==> src/sv/rzs_pkg.sv <==
// Shared types and constants for the running z-score outlier flag block.
// Used by rzs_div and running_zscore_outlier_flag_core; depends on nothing.
package rzs_pkg;

	// Default parameter values
	localparam int SAMPLE_BITS_DEF = 16;
	localparam int COUNT_BITS_DEF  = 32;

	// Shared divider geometry
	localparam int DIV_NW = 80;
	localparam int DIV_DW = 64;
	localparam int DIV_CW = 7;

	// Fixed field and state widths
	localparam int SQS_W      = 64;
	localparam int THR_W      = 15;
	localparam int Z_W        = 16;
	localparam int MEAN_OUT_W = 24;
	localparam int STD_OUT_W  = 24;
	localparam int TOT_W      = 32;

	localparam logic [THR_W-1:0] THR_RESET = 15'd768;

	// Request to the divider
	typedef struct packed {
		logic              start;
		logic [DIV_CW-1:0] iters;
	} div_req_t;

	// Status from the divider
	typedef struct packed {
		logic busy;
		logic done;
	} div_stat_t;

endpackage

==> src/sv/rzs_div.sv <==
// Restoring divider, one quotient bit per cycle, shared by all divisions.
// Depends on rzs_pkg. The numerator comes left-aligned; iters sets the bit count.
module rzs_div
	import rzs_pkg::*;
(
	input  logic              clk,
	input  logic              arst_n,
	input  div_req_t          req,
	input  logic [DIV_NW-1:0] num,
	input  logic [DIV_DW-1:0] den,
	output div_stat_t         stat,
	output logic [DIV_NW-1:0] quo
);

	logic [DIV_NW-1:0] num_q;
	logic [DIV_DW-1:0] den_q;
	logic [DIV_DW-1:0] rem_q;
	logic [DIV_CW-1:0] cnt_q;
	logic              busy_q;
	logic              done_q;
	logic [DIV_DW:0]   trial;
	logic              ge;

	// Form the trial remainder and compare
	always_comb begin
		trial = {rem_q, num_q[DIV_NW-1]};
		ge    = trial >= {1'b0, den_q};
	end

	// Control: count down the bits
	always_ff @(posedge clk or negedge arst_n) begin
		if (!arst_n) begin
			busy_q <= 1'b0;
			done_q <= 1'b0;
			cnt_q  <= '0;
		end else begin
			done_q <= 1'b0;
			if (req.start) begin
				busy_q <= 1'b1;
				cnt_q  <= req.iters;
			end else if (busy_q) begin
				cnt_q <= cnt_q - 1'b1;
				if (cnt_q == DIV_CW'(1)) begin
					busy_q <= 1'b0;
					done_q <= 1'b1;
				end
			end
		end
	end

	// Datapath: shift quotient bits into the numerator register
	always_ff @(posedge clk) begin
		if (req.start) begin
			num_q <= num;
			den_q <= den;
			rem_q <= '0;
		end else if (busy_q) begin
			rem_q <= ge ? DIV_DW'(trial - {1'b0, den_q}) : trial[DIV_DW-1:0];
			num_q <= {num_q[DIV_NW-2:0], ge};
		end
	end

	assign stat.busy = busy_q;
	assign stat.done = done_q;
	assign quo       = num_q;

endmodule

==> src/sv/running_zscore_outlier_flag_core.sv <==
// Running z-score normalizer with outlier flag: top level.
// Depends on rzs_pkg and rzs_div.
//
// Input channel: in_valid/in_stall with the signed sample. A word is taken
// when in_valid is high and in_stall low; in_stall is high while a sample is
// being worked on. Output channel: out_valid/out_stall with z_score,
// is_outlier, mean_value, std_deviation and outliers_seen, one word per sample.
// Configuration: cfg_valid/cfg_ready/cfg_data write the 15-bit outlier
// threshold; cfg_ready is always high. Write it only while the block is idle.
// The single shared divider works out the mean, the mean of squares and the
// z-score in turn, each with a handoff, and the square root is taken between
// the mean of squares and the z-score. The first sample skips the variance and
// the z-score division; a later sample with zero deviation skips the z-score
// division. The result sits in an output register; a stalled receiver holds it,
// and a new sample may be taken meanwhile but the block waits at the end until
// the register frees.
// Reset clears sums, count, outlier total and the output valid flag, and sets
// the threshold to 3.0.
module running_zscore_outlier_flag_core
	import rzs_pkg::*;
#(
	parameter int SAMPLE_BITS = SAMPLE_BITS_DEF,
	parameter int COUNT_BITS  = COUNT_BITS_DEF
) (
	input  logic                          clk,
	input  logic                          arst_n,
	input  logic                          in_valid,
	output logic                          in_stall,
	input  logic signed [SAMPLE_BITS-1:0] sample,
	output logic                          out_valid,
	input  logic                          out_stall,
	output logic signed [Z_W-1:0]         z_score,
	output logic                          is_outlier,
	output logic signed [MEAN_OUT_W-1:0]  mean_value,
	output logic [STD_OUT_W-1:0]          std_deviation,
	output logic [TOT_W-1:0]              outliers_seen,
	input  logic                          cfg_valid,
	output logic                          cfg_ready,
	input  logic [THR_W-1:0]              cfg_data
);

	localparam int SUM_W  = SAMPLE_BITS + COUNT_BITS;
	localparam int MNUM_W = SUM_W + 10;
	localparam int MAG_W  = SAMPLE_BITS + 8;
	localparam int MW     = SAMPLE_BITS + 9;
	localparam int SQ_W   = 2 * SAMPLE_BITS;
	localparam int M2_W   = 2 * MAG_W;
	localparam int DIFF_W = SAMPLE_BITS + 10;
	localparam int ZNW    = SAMPLE_BITS + 20;

	typedef enum logic [3:0] {
		S_IDLE, S_SQR, S_UPD, S_MEAN_GO, S_MEAN_WAIT, S_M2, S_AVG_GO, S_AVG_WAIT,
		S_ROOT, S_ZPREP, S_Z_GO, S_Z_WAIT, S_FIN
	} state_t;

	state_t                      state_q;
	logic signed [SAMPLE_BITS-1:0] smp_q;
	logic [SQ_W-1:0]             sq_q;
	logic signed [SUM_W-1:0]     sum_q;
	logic [SQS_W-1:0]            sqs_q;
	logic [COUNT_BITS-1:0]       cnt_q;
	logic [TOT_W-1:0]            tot_q;
	logic [THR_W-1:0]            thr_q;
	logic signed [MW-1:0]        mean_q;
	logic [M2_W-1:0]             m2_q;
	logic [SQS_W-1:0]            rv_q;
	logic [SQS_W-1:0]            rres_q;
	logic [SQS_W-1:0]            rbit_q;
	logic [MAG_W-1:0]            std_q;
	logic [ZNW-1:0]              znum_q;
	logic                        zneg_q;
	logic                        zzero_q;
	logic                        out_valid_q;
	logic signed [Z_W-1:0]       z_q;
	logic                        outl_q;
	logic signed [MEAN_OUT_W-1:0] mean_out_q;
	logic [STD_OUT_W-1:0]        std_out_q;

	div_req_t          dreq;
	div_stat_t         dstat;
	logic [DIV_NW-1:0] dnum;
	logic [DIV_DW-1:0] dden;
	logic [DIV_NW-1:0] dquo;

	logic [SAMPLE_BITS-1:0]  smag;
	logic [SQS_W:0]          sqs_nx;
	logic                    upd_ok;
	logic [SUM_W-1:0]        msum;
	logic [MNUM_W-1:0]       mnum;
	logic [MAG_W-1:0]        mq;
	logic [MAG_W-1:0]        mm;
	logic [SQS_W-1:0]        sqavg;
	logic [SQS_W-1:0]        rtry;
	logic                    rge;
	logic [SQS_W-1:0]        rres_nx;
	logic signed [DIFF_W-1:0] diff;
	logic [DIFF_W-1:0]       dmag;
	logic [ZNW-1:0]          zm;
	logic [Z_W:0]            az;
	logic signed [Z_W-1:0]   z_nx;
	logic                    outl_nx;
	logic signed [33:0]      mext;
	logic [31:0]             sext;
	logic                    out_free;

	// Shared divider
	rzs_div u_div (
		.clk    (clk),
		.arst_n (arst_n),
		.req    (dreq),
		.num    (dnum),
		.den    (dden),
		.stat   (dstat),
		.quo    (dquo)
	);

	// Select divider operands by step
	always_comb begin
		dreq.start = 1'b0;
		dreq.iters = DIV_CW'(ZNW);
		dnum       = DIV_NW'(znum_q) << (DIV_NW - ZNW);
		dden       = DIV_DW'({std_q, 1'b0});
		case (state_q)
			S_MEAN_GO: begin
				dreq.start = 1'b1;
				dreq.iters = DIV_CW'(MNUM_W);
				dnum       = DIV_NW'(mnum) << (DIV_NW - MNUM_W);
				dden       = DIV_DW'({cnt_q, 1'b0});
			end
			S_AVG_GO: begin
				dreq.start = 1'b1;
				dreq.iters = DIV_CW'(DIV_NW);
				dnum       = {sqs_q, 16'b0};
				dden       = DIV_DW'(cnt_q);
			end
			S_Z_GO: begin
				dreq.start = 1'b1;
			end
			default: begin
				dreq.start = 1'b0;
			end
		endcase
	end

	// Per-step arithmetic
	always_comb begin
		smag    = smp_q[SAMPLE_BITS-1] ? SAMPLE_BITS'(-smp_q) : SAMPLE_BITS'(smp_q);
		sqs_nx  = {1'b0, sqs_q} + (SQS_W+1)'(sq_q);
		upd_ok  = !sqs_nx[SQS_W] && (cnt_q != '1);
		msum    = sum_q[SUM_W-1] ? SUM_W'(-sum_q) : SUM_W'(sum_q);
		mnum    = MNUM_W'({msum, 9'b0}) + MNUM_W'(cnt_q);
		mq      = dquo[MAG_W-1:0];
		mm      = mean_q[MW-1] ? MAG_W'(-mean_q) : MAG_W'(mean_q);
		sqavg   = dquo[SQS_W-1:0];
		rtry    = rres_q + rbit_q;
		rge     = rv_q >= rtry;
		rres_nx = rge ? (rres_q >> 1) + rbit_q : rres_q >> 1;
		diff    = DIFF_W'($signed({smp_q, 8'b0})) - DIFF_W'(mean_q);
		dmag    = diff[DIFF_W-1] ? DIFF_W'(-diff) : DIFF_W'(diff);
		zm      = dquo[ZNW-1:0];
		// Saturate the magnitude, then apply the sign
		if (zzero_q) begin
			az = '0;
		end else if (zneg_q) begin
			az = (zm > ZNW'(32768)) ? (Z_W+1)'(32768) : zm[Z_W:0];
		end else begin
			az = (zm > ZNW'(32767)) ? (Z_W+1)'(32767) : zm[Z_W:0];
		end
		z_nx    = zneg_q ? Z_W'(-az) : Z_W'(az);
		outl_nx = az > (Z_W+1)'(thr_q);
		mext    = 34'(mean_q);
		sext    = 32'(std_q);
		out_free = !out_valid_q || !out_stall;
	end

	// Sequencer, state and registered outputs
	always_ff @(posedge clk or negedge arst_n) begin
		if (!arst_n) begin
			state_q     <= S_IDLE;
			sum_q       <= '0;
			sqs_q       <= '0;
			cnt_q       <= '0;
			tot_q       <= '0;
			thr_q       <= THR_RESET;
			out_valid_q <= 1'b0;
		end else begin
			if (cfg_valid) begin
				thr_q <= cfg_data;
			end
			// Raise valid on a new word, drop it once the word is taken
			if (state_q == S_FIN && out_free) begin
				out_valid_q <= 1'b1;
			end else if (out_valid_q && !out_stall) begin
				out_valid_q <= 1'b0;
			end
			case (state_q)
				S_IDLE: begin
					if (in_valid) begin
						smp_q   <= sample;
						state_q <= S_SQR;
					end
				end
				S_SQR: begin
					sq_q    <= SQ_W'(smag * smag);
					state_q <= S_UPD;
				end
				S_UPD: begin
					// Hold the sums once the count or square sum is full
					if (upd_ok) begin
						sum_q <= sum_q + SUM_W'(smp_q);
						sqs_q <= sqs_nx[SQS_W-1:0];
						cnt_q <= cnt_q + 1'b1;
					end
					state_q <= S_MEAN_GO;
				end
				S_MEAN_GO: begin
					state_q <= S_MEAN_WAIT;
				end
				S_MEAN_WAIT: begin
					if (dstat.done) begin
						mean_q  <= sum_q[SUM_W-1] ? -$signed({1'b0, mq}) : $signed({1'b0, mq});
						state_q <= S_M2;
					end
				end
				S_M2: begin
					m2_q <= M2_W'(mm * mm);
					if (cnt_q < COUNT_BITS'(2)) begin
						std_q   <= '0;
						state_q <= S_ZPREP;
					end else begin
						state_q <= S_AVG_GO;
					end
				end
				S_AVG_GO: begin
					state_q <= S_AVG_WAIT;
				end
				S_AVG_WAIT: begin
					// Clamp the variance at zero and seed the root
					if (dstat.done) begin
						rv_q    <= (sqavg > SQS_W'(m2_q)) ? sqavg - SQS_W'(m2_q) : '0;
						rres_q  <= '0;
						rbit_q  <= SQS_W'(1) << (SQS_W - 2);
						state_q <= S_ROOT;
					end
				end
				S_ROOT: begin
					if (rge) begin
						rv_q <= rv_q - rtry;
					end
					rres_q <= rres_nx;
					rbit_q <= rbit_q >> 2;
					if (rbit_q == SQS_W'(1)) begin
						std_q   <= rres_nx[MAG_W-1:0];
						state_q <= S_ZPREP;
					end
				end
				S_ZPREP: begin
					zneg_q <= diff[DIFF_W-1];
					znum_q <= ZNW'({dmag, 9'b0}) + ZNW'(std_q);
					if (std_q == '0) begin
						zzero_q <= 1'b1;
						state_q <= S_FIN;
					end else begin
						zzero_q <= 1'b0;
						state_q <= S_Z_GO;
					end
				end
				S_Z_GO: begin
					state_q <= S_Z_WAIT;
				end
				S_Z_WAIT: begin
					if (dstat.done) begin
						state_q <= S_FIN;
					end
				end
				S_FIN: begin
					// Load the output word once the register is free
					if (out_free) begin
						z_q         <= z_nx;
						outl_q      <= outl_nx;
						if (outl_nx && tot_q != '1) begin
							tot_q <= tot_q + 1'b1;
						end
						if (mext > 34'sd8388607) begin
							mean_out_q <= 24'sh7FFFFF;
						end else if (mext < -34'sd8388608) begin
							mean_out_q <= 24'sh800000;
						end else begin
							mean_out_q <= mext[MEAN_OUT_W-1:0];
						end
						std_out_q <= (sext > 32'hFFFFFF) ? 24'hFFFFFF : sext[STD_OUT_W-1:0];
						state_q   <= S_IDLE;
					end
				end
				default: begin
					state_q <= S_IDLE;
				end
			endcase
		end
	end

	assign in_stall      = (state_q != S_IDLE);
	assign cfg_ready     = 1'b1;
	assign out_valid     = out_valid_q;
	assign z_score       = z_q;
	assign is_outlier    = outl_q;
	assign mean_value    = mean_out_q;
	assign std_deviation = std_out_q;
	assign outliers_seen = tot_q;

`ifndef NO_ASSERTIONS
	// Divider finishes only while the sequencer waits for it
	a_div_done: assert property (@(posedge clk) disable iff (!arst_n)
		dstat.done |-> (state_q == S_MEAN_WAIT || state_q == S_AVG_WAIT ||
		state_q == S_Z_WAIT))
		else $error("divider done outside a wait step");

	// A new output word comes only from the final step
	a_out_src: assert property (@(posedge clk) disable iff (!arst_n)
		$rose(out_valid_q) |-> $past(state_q == S_FIN))
		else $error("output word loaded outside the final step");

	// Outlier total never goes down
	a_tot_mono: assert property (@(posedge clk) disable iff (!arst_n)
		1'b1 |=> tot_q >= $past(tot_q))
		else $error("outlier total decreased");

	// Sample count never goes down
	a_cnt_mono: assert property (@(posedge clk) disable iff (!arst_n)
		1'b1 |=> cnt_q >= $past(cnt_q))
		else $error("sample count decreased");
`endif

endmodule
==> config.mk <==
export PLATFORM = sky130hd
export DESIGN_NAME = running_zscore_outlier_flag_core
export DESIGN_NICKNAME = d
export VERILOG_FILES = /design/src/sv/rzs_pkg.sv /design/src/sv/rzs_div.sv /design/src/sv/running_zscore_outlier_flag_core.sv
export SDC_FILE = /design/constraint.sdc
export NUM_CORES = 2
export LEC_CHECK = 0
export BUFFER_PORTS_ARGS = -buffer_cell sky130_fd_sc_hd__buf_2
export CORE_UTILIZATION = 60
export DETAILED_ROUTE_END_ITERATION = 8
export PLACE_DENSITY = 0.79
export SLEW_MARGIN = 20
export SYNTH_ARGS = -nofsm -noshare
export SYNTH_HDL_FRONTEND = slang
export SYNTH_SLANG_ARGS = --single-unit
==> constraint.sdc <==
create_clock -name clk -period 10.2 [get_ports clk]
set_input_delay 2.04 -clock clk [delete_from_list [all_inputs] [get_ports clk]]
set_output_delay 2.04 -clock clk [all_outputs]
set_load 0.005 [all_outputs]
==> flow_summary.ini <==
[outcome]
outcome = completed

[timing]
rsz0062_at_grt = no
finalMaxSlewViolations = 0
hold_ws_ns = 0.474
clock_skew_ns = 0.0553
fmax_ghz = 0.103
maxSlewHeadroom_pct = 29.7
max_slew.worst_pin.slew_ns = 1.04
hold_viol = 0
post-route-period-util_pct = 95.5
finalSetupViolCount = 0
setup_tns_ns = 0
period_needed_ns = 9.74

[route]
firstDrtPassIters = 8
drt_iter0_drc = 7396
vias = 64337
ant_nets = 0
wl_per_cell_um = 22.9
viasPerCell = 6.29
totalWireLength_um = 235000
drc = 0

[clock_network]
clkSinkCount = 788
clk_pin_slew_ns = 0.06
cts_tree = yes
cts_root_buffer = clkbuf_16
cts_inserted_buffers = 93
insertion_delay_ns = 0.74
h-tree-depth = 3
clockBufferDepth = 3
ctsHoldBuffers = 0

[logic_synthesis]
synthesis.area_um2 = 77400
synthCells = 8452
ys_ff_latch = 788
synthArstFlopShare_pct = 26.0
synth_edf_count = 519
synth.distinct_cells = 103
syn_avg_cell_area_um2 = 9.16
synth_warnings = 0
synth_flop_cell = edfxtp_1
ys_seq_area_share_pct = 28.4

[worst_hold_path]
hold_depth = 2
hold_start = u_div.rem_q[63]
hold_end = u_div.rem_q[63]
hp-class = flip-flop to flip-flop

[die]
dieWidth_um = 361
core.rowCount = 131
die_h_um = 361
start_util_pct = 60.6
io-pin-count = 136
die_area_um2 = 130000
core_area_um2 = 128000

[power_and_ir_drop]
power_density_nw_per_um2 = 97.1
p_leak_nw = 38.7
vdd_ir_drop_max_v = 0.000113

[setup_path]
r2r_cells = 33
crit_path_max_incr_delay_ns = 0.54
cp_common_cell = fa_1
crit_family = adder cells
arrival_ns = 10.18
r2r-start = mean_q[5]
path_class = flip-flop to flip-flop
worstReg2RegEnd = m2_q[44]
critPathMaxFanout = 12
worst-path-buf-inv = 5
cp-end-kind = flip-flop
start_kind = flip-flop
crit_path_top_delay_cell = edfxtp_1
r2r_slack_ns = 0.46
required_ns = 10.64

[global_route]
antenna_found_initial = 18
grt_pass1_wl_um = 362000
grt_overflow = 0
grt_usage_pct = 35.8
grt_pass1_vias = 62183
grt_max_degree = 100

[place]
hpwl_um = 183000
port_buffers = 134
globalplace.congestion = 1.05
place_area_um2 = 79900
post-place-cells = 10033

[final_layout]
fin_cells = 10222
nets = 9743
fillers = 10387
area_growth_pct = 7.50
design_area_um2 = 83200
layout-drive-gt1-share_pct = 6.17

[job]
maxCapViolCount = 0
## worst max-delay path by stage
stage	depth (start not counted)	from	endpoint
finish	33	mean_q[5]	m2_q[44]
global route	33	mean_q[5]	m2_q[46]
CTS	34	mean_q[5]	m2_q[44]
detailed placement	34	mean_q[5]	m2_q[44]
global placement	34	mean_q[5]	m2_q[44]
floorplan	34	mean_q[0]	m2_q[44]
## power breakdown
part           switching [mW]  internal (mW)  total [mW]
clock network            1.50           2.00        3.49
logic                   0.525          0.392       0.918
registers               0.148           3.52        3.67
## flip-flops by register name, summed over array words and instances (netlist names), 25 cells and up
signal and flops:
cnt_q 32, m2_q 47, mean_q 25, outliers_seen 32
rbit_q 32, rres_q 64, rv_q 64, sq_q 31
sqs_q 64, sum_q 48, u_div.den_q 33, u_div.quo 80
u_div.rem_q 64, znum_q 36
## cells in the final DEF (no fill, tap or decap), types with 20 or more instances in the layout
cell	synthesis	final
o21a_1	55	55
and3_1	116	115
edfxtp_1	519	519
fa_1	599	599
or3_1	56	56
buf_2	5	133
nor3_1	125	121
nand2b_1	71	71
clkinv_1	10	25
clkbuf_16	0	95
xnor2_1	450	447
nor2_1	659	647
or4_1	20	20
xor2_1	303	303
o22ai_1	67	67
o21ai_0	470	469
nand3_1	139	139
buf_4	1	120
a31o_2	22	22
a211oi_1	66	66
and2_1	61	61
o21bai_1	67	67
o31ai_1	61	61
dfxtp_1	64	64
nand2_1	769	767
a21oi_1	444	444
o41ai_1	21	20
a21o_1	261	261
a22oi_1	25	25
ha_1	634	634
o211ai_1	37	37
a31oi_1	112	112
nor4_1	65	64
dfrtp_1	203	201
inv_1	1011	1006
a221o_1	26	26
nand4_1	116	116
nor2b_1	68	68
or2_2	23	23
## worst reg2reg max path, delay by kind of cell, from the launching register on
kind                     cells  cell delay (ns)
buffers and inverters        5             0.88
XOR/XNOR                     2             0.23
flip-flops                   1             0.54
AND/OR/NAND/NOR              6             1.38
AO/OA/AOI/OAI               12             2.65
adder cells (fa/ha/maj)      8             3.82
## cells by family after synthesis
family,after synthesis,share of synthesized area [%]
mux,26,0.362
buf+inv,1364,6.67
fa+ha+maj,1233,25.7
simple gates,2371,14.4
flops,788,28.4
other cells,2,0.00970
compound gates,1915,15.8
xor+xnor,753,8.52
## per-layer routing
layer	up-vias	wire length, um	global-route usage, %
li1	29264	-	-
met3	647	23300	8.00
met4	22	10800	14.4
met2	3165	103000	55.0
met5	-	219	0
met1	31239	97000	49.2
## synthesized netlist by cell type (all sizes together), types with 57 or more instances
cell type / n / area, um2
inv: 1014 / 3810
nand2: 769 / 2890
nor2: 660 / 2480
ha: 634 / 7930
fa: 599 / 12000
edfxtp: 519 / 15600
o21ai: 475 / 2380
xnor2: 450 / 3940
a21oi: 444 / 2220
clkbuf: 314 / 1180
xor2: 303 / 2650
a21o: 261 / 1960
dfrtp: 203 / 5080
nand3: 140 / 706
nor3: 127 / 652
and3: 116 / 726
nand4: 116 / 726
a31oi: 112 / 701
nand2b: 71 / 444
nor2b: 68 / 425
a211oi: 67 / 508
nor4: 67 / 440
o21bai: 67 / 503
o22ai: 67 / 419
dfxtp: 64 / 1280
and2: 62 / 388
o31ai: 61 / 458
or3: 57 / 362
## layout make-up
cell class                 instances  area (um2)  share of cell area, %
antenna                            8        20.0                 0.0241
clock buffer                     118        2510                   3.02
clock inverter                    55         662                  0.796
inverter                        1024        3850                   4.63
multi-input combinational       6312       50500                   60.7
sequential                       788       22000                   26.4
tap                             1662        2080                   2.50
timing repair buffer             255        1600                   1.93
## metrics by stage
stage                     setup WS (ns)  total power, mW  util [%]
final                             0.459             8.08      65.2
after global routing             0.0222             8.35      65.1
after CTS                        0.0112             8.10      65.0
after detailed placement        0.00497             4.63      62.6
after global placement            0.241             4.59      62.6
after floorplan                   0.787             4.37         -
## timing repair
item                                   in CTS  in global routing
endpoints found under the hold margin       0                  0
pin swaps                                   0                  1
gates resized for setup                     1                  8
setup buffers                               0                  8
setup endpoints to repair                   1                  7
(Power assumes the default switching activity.)
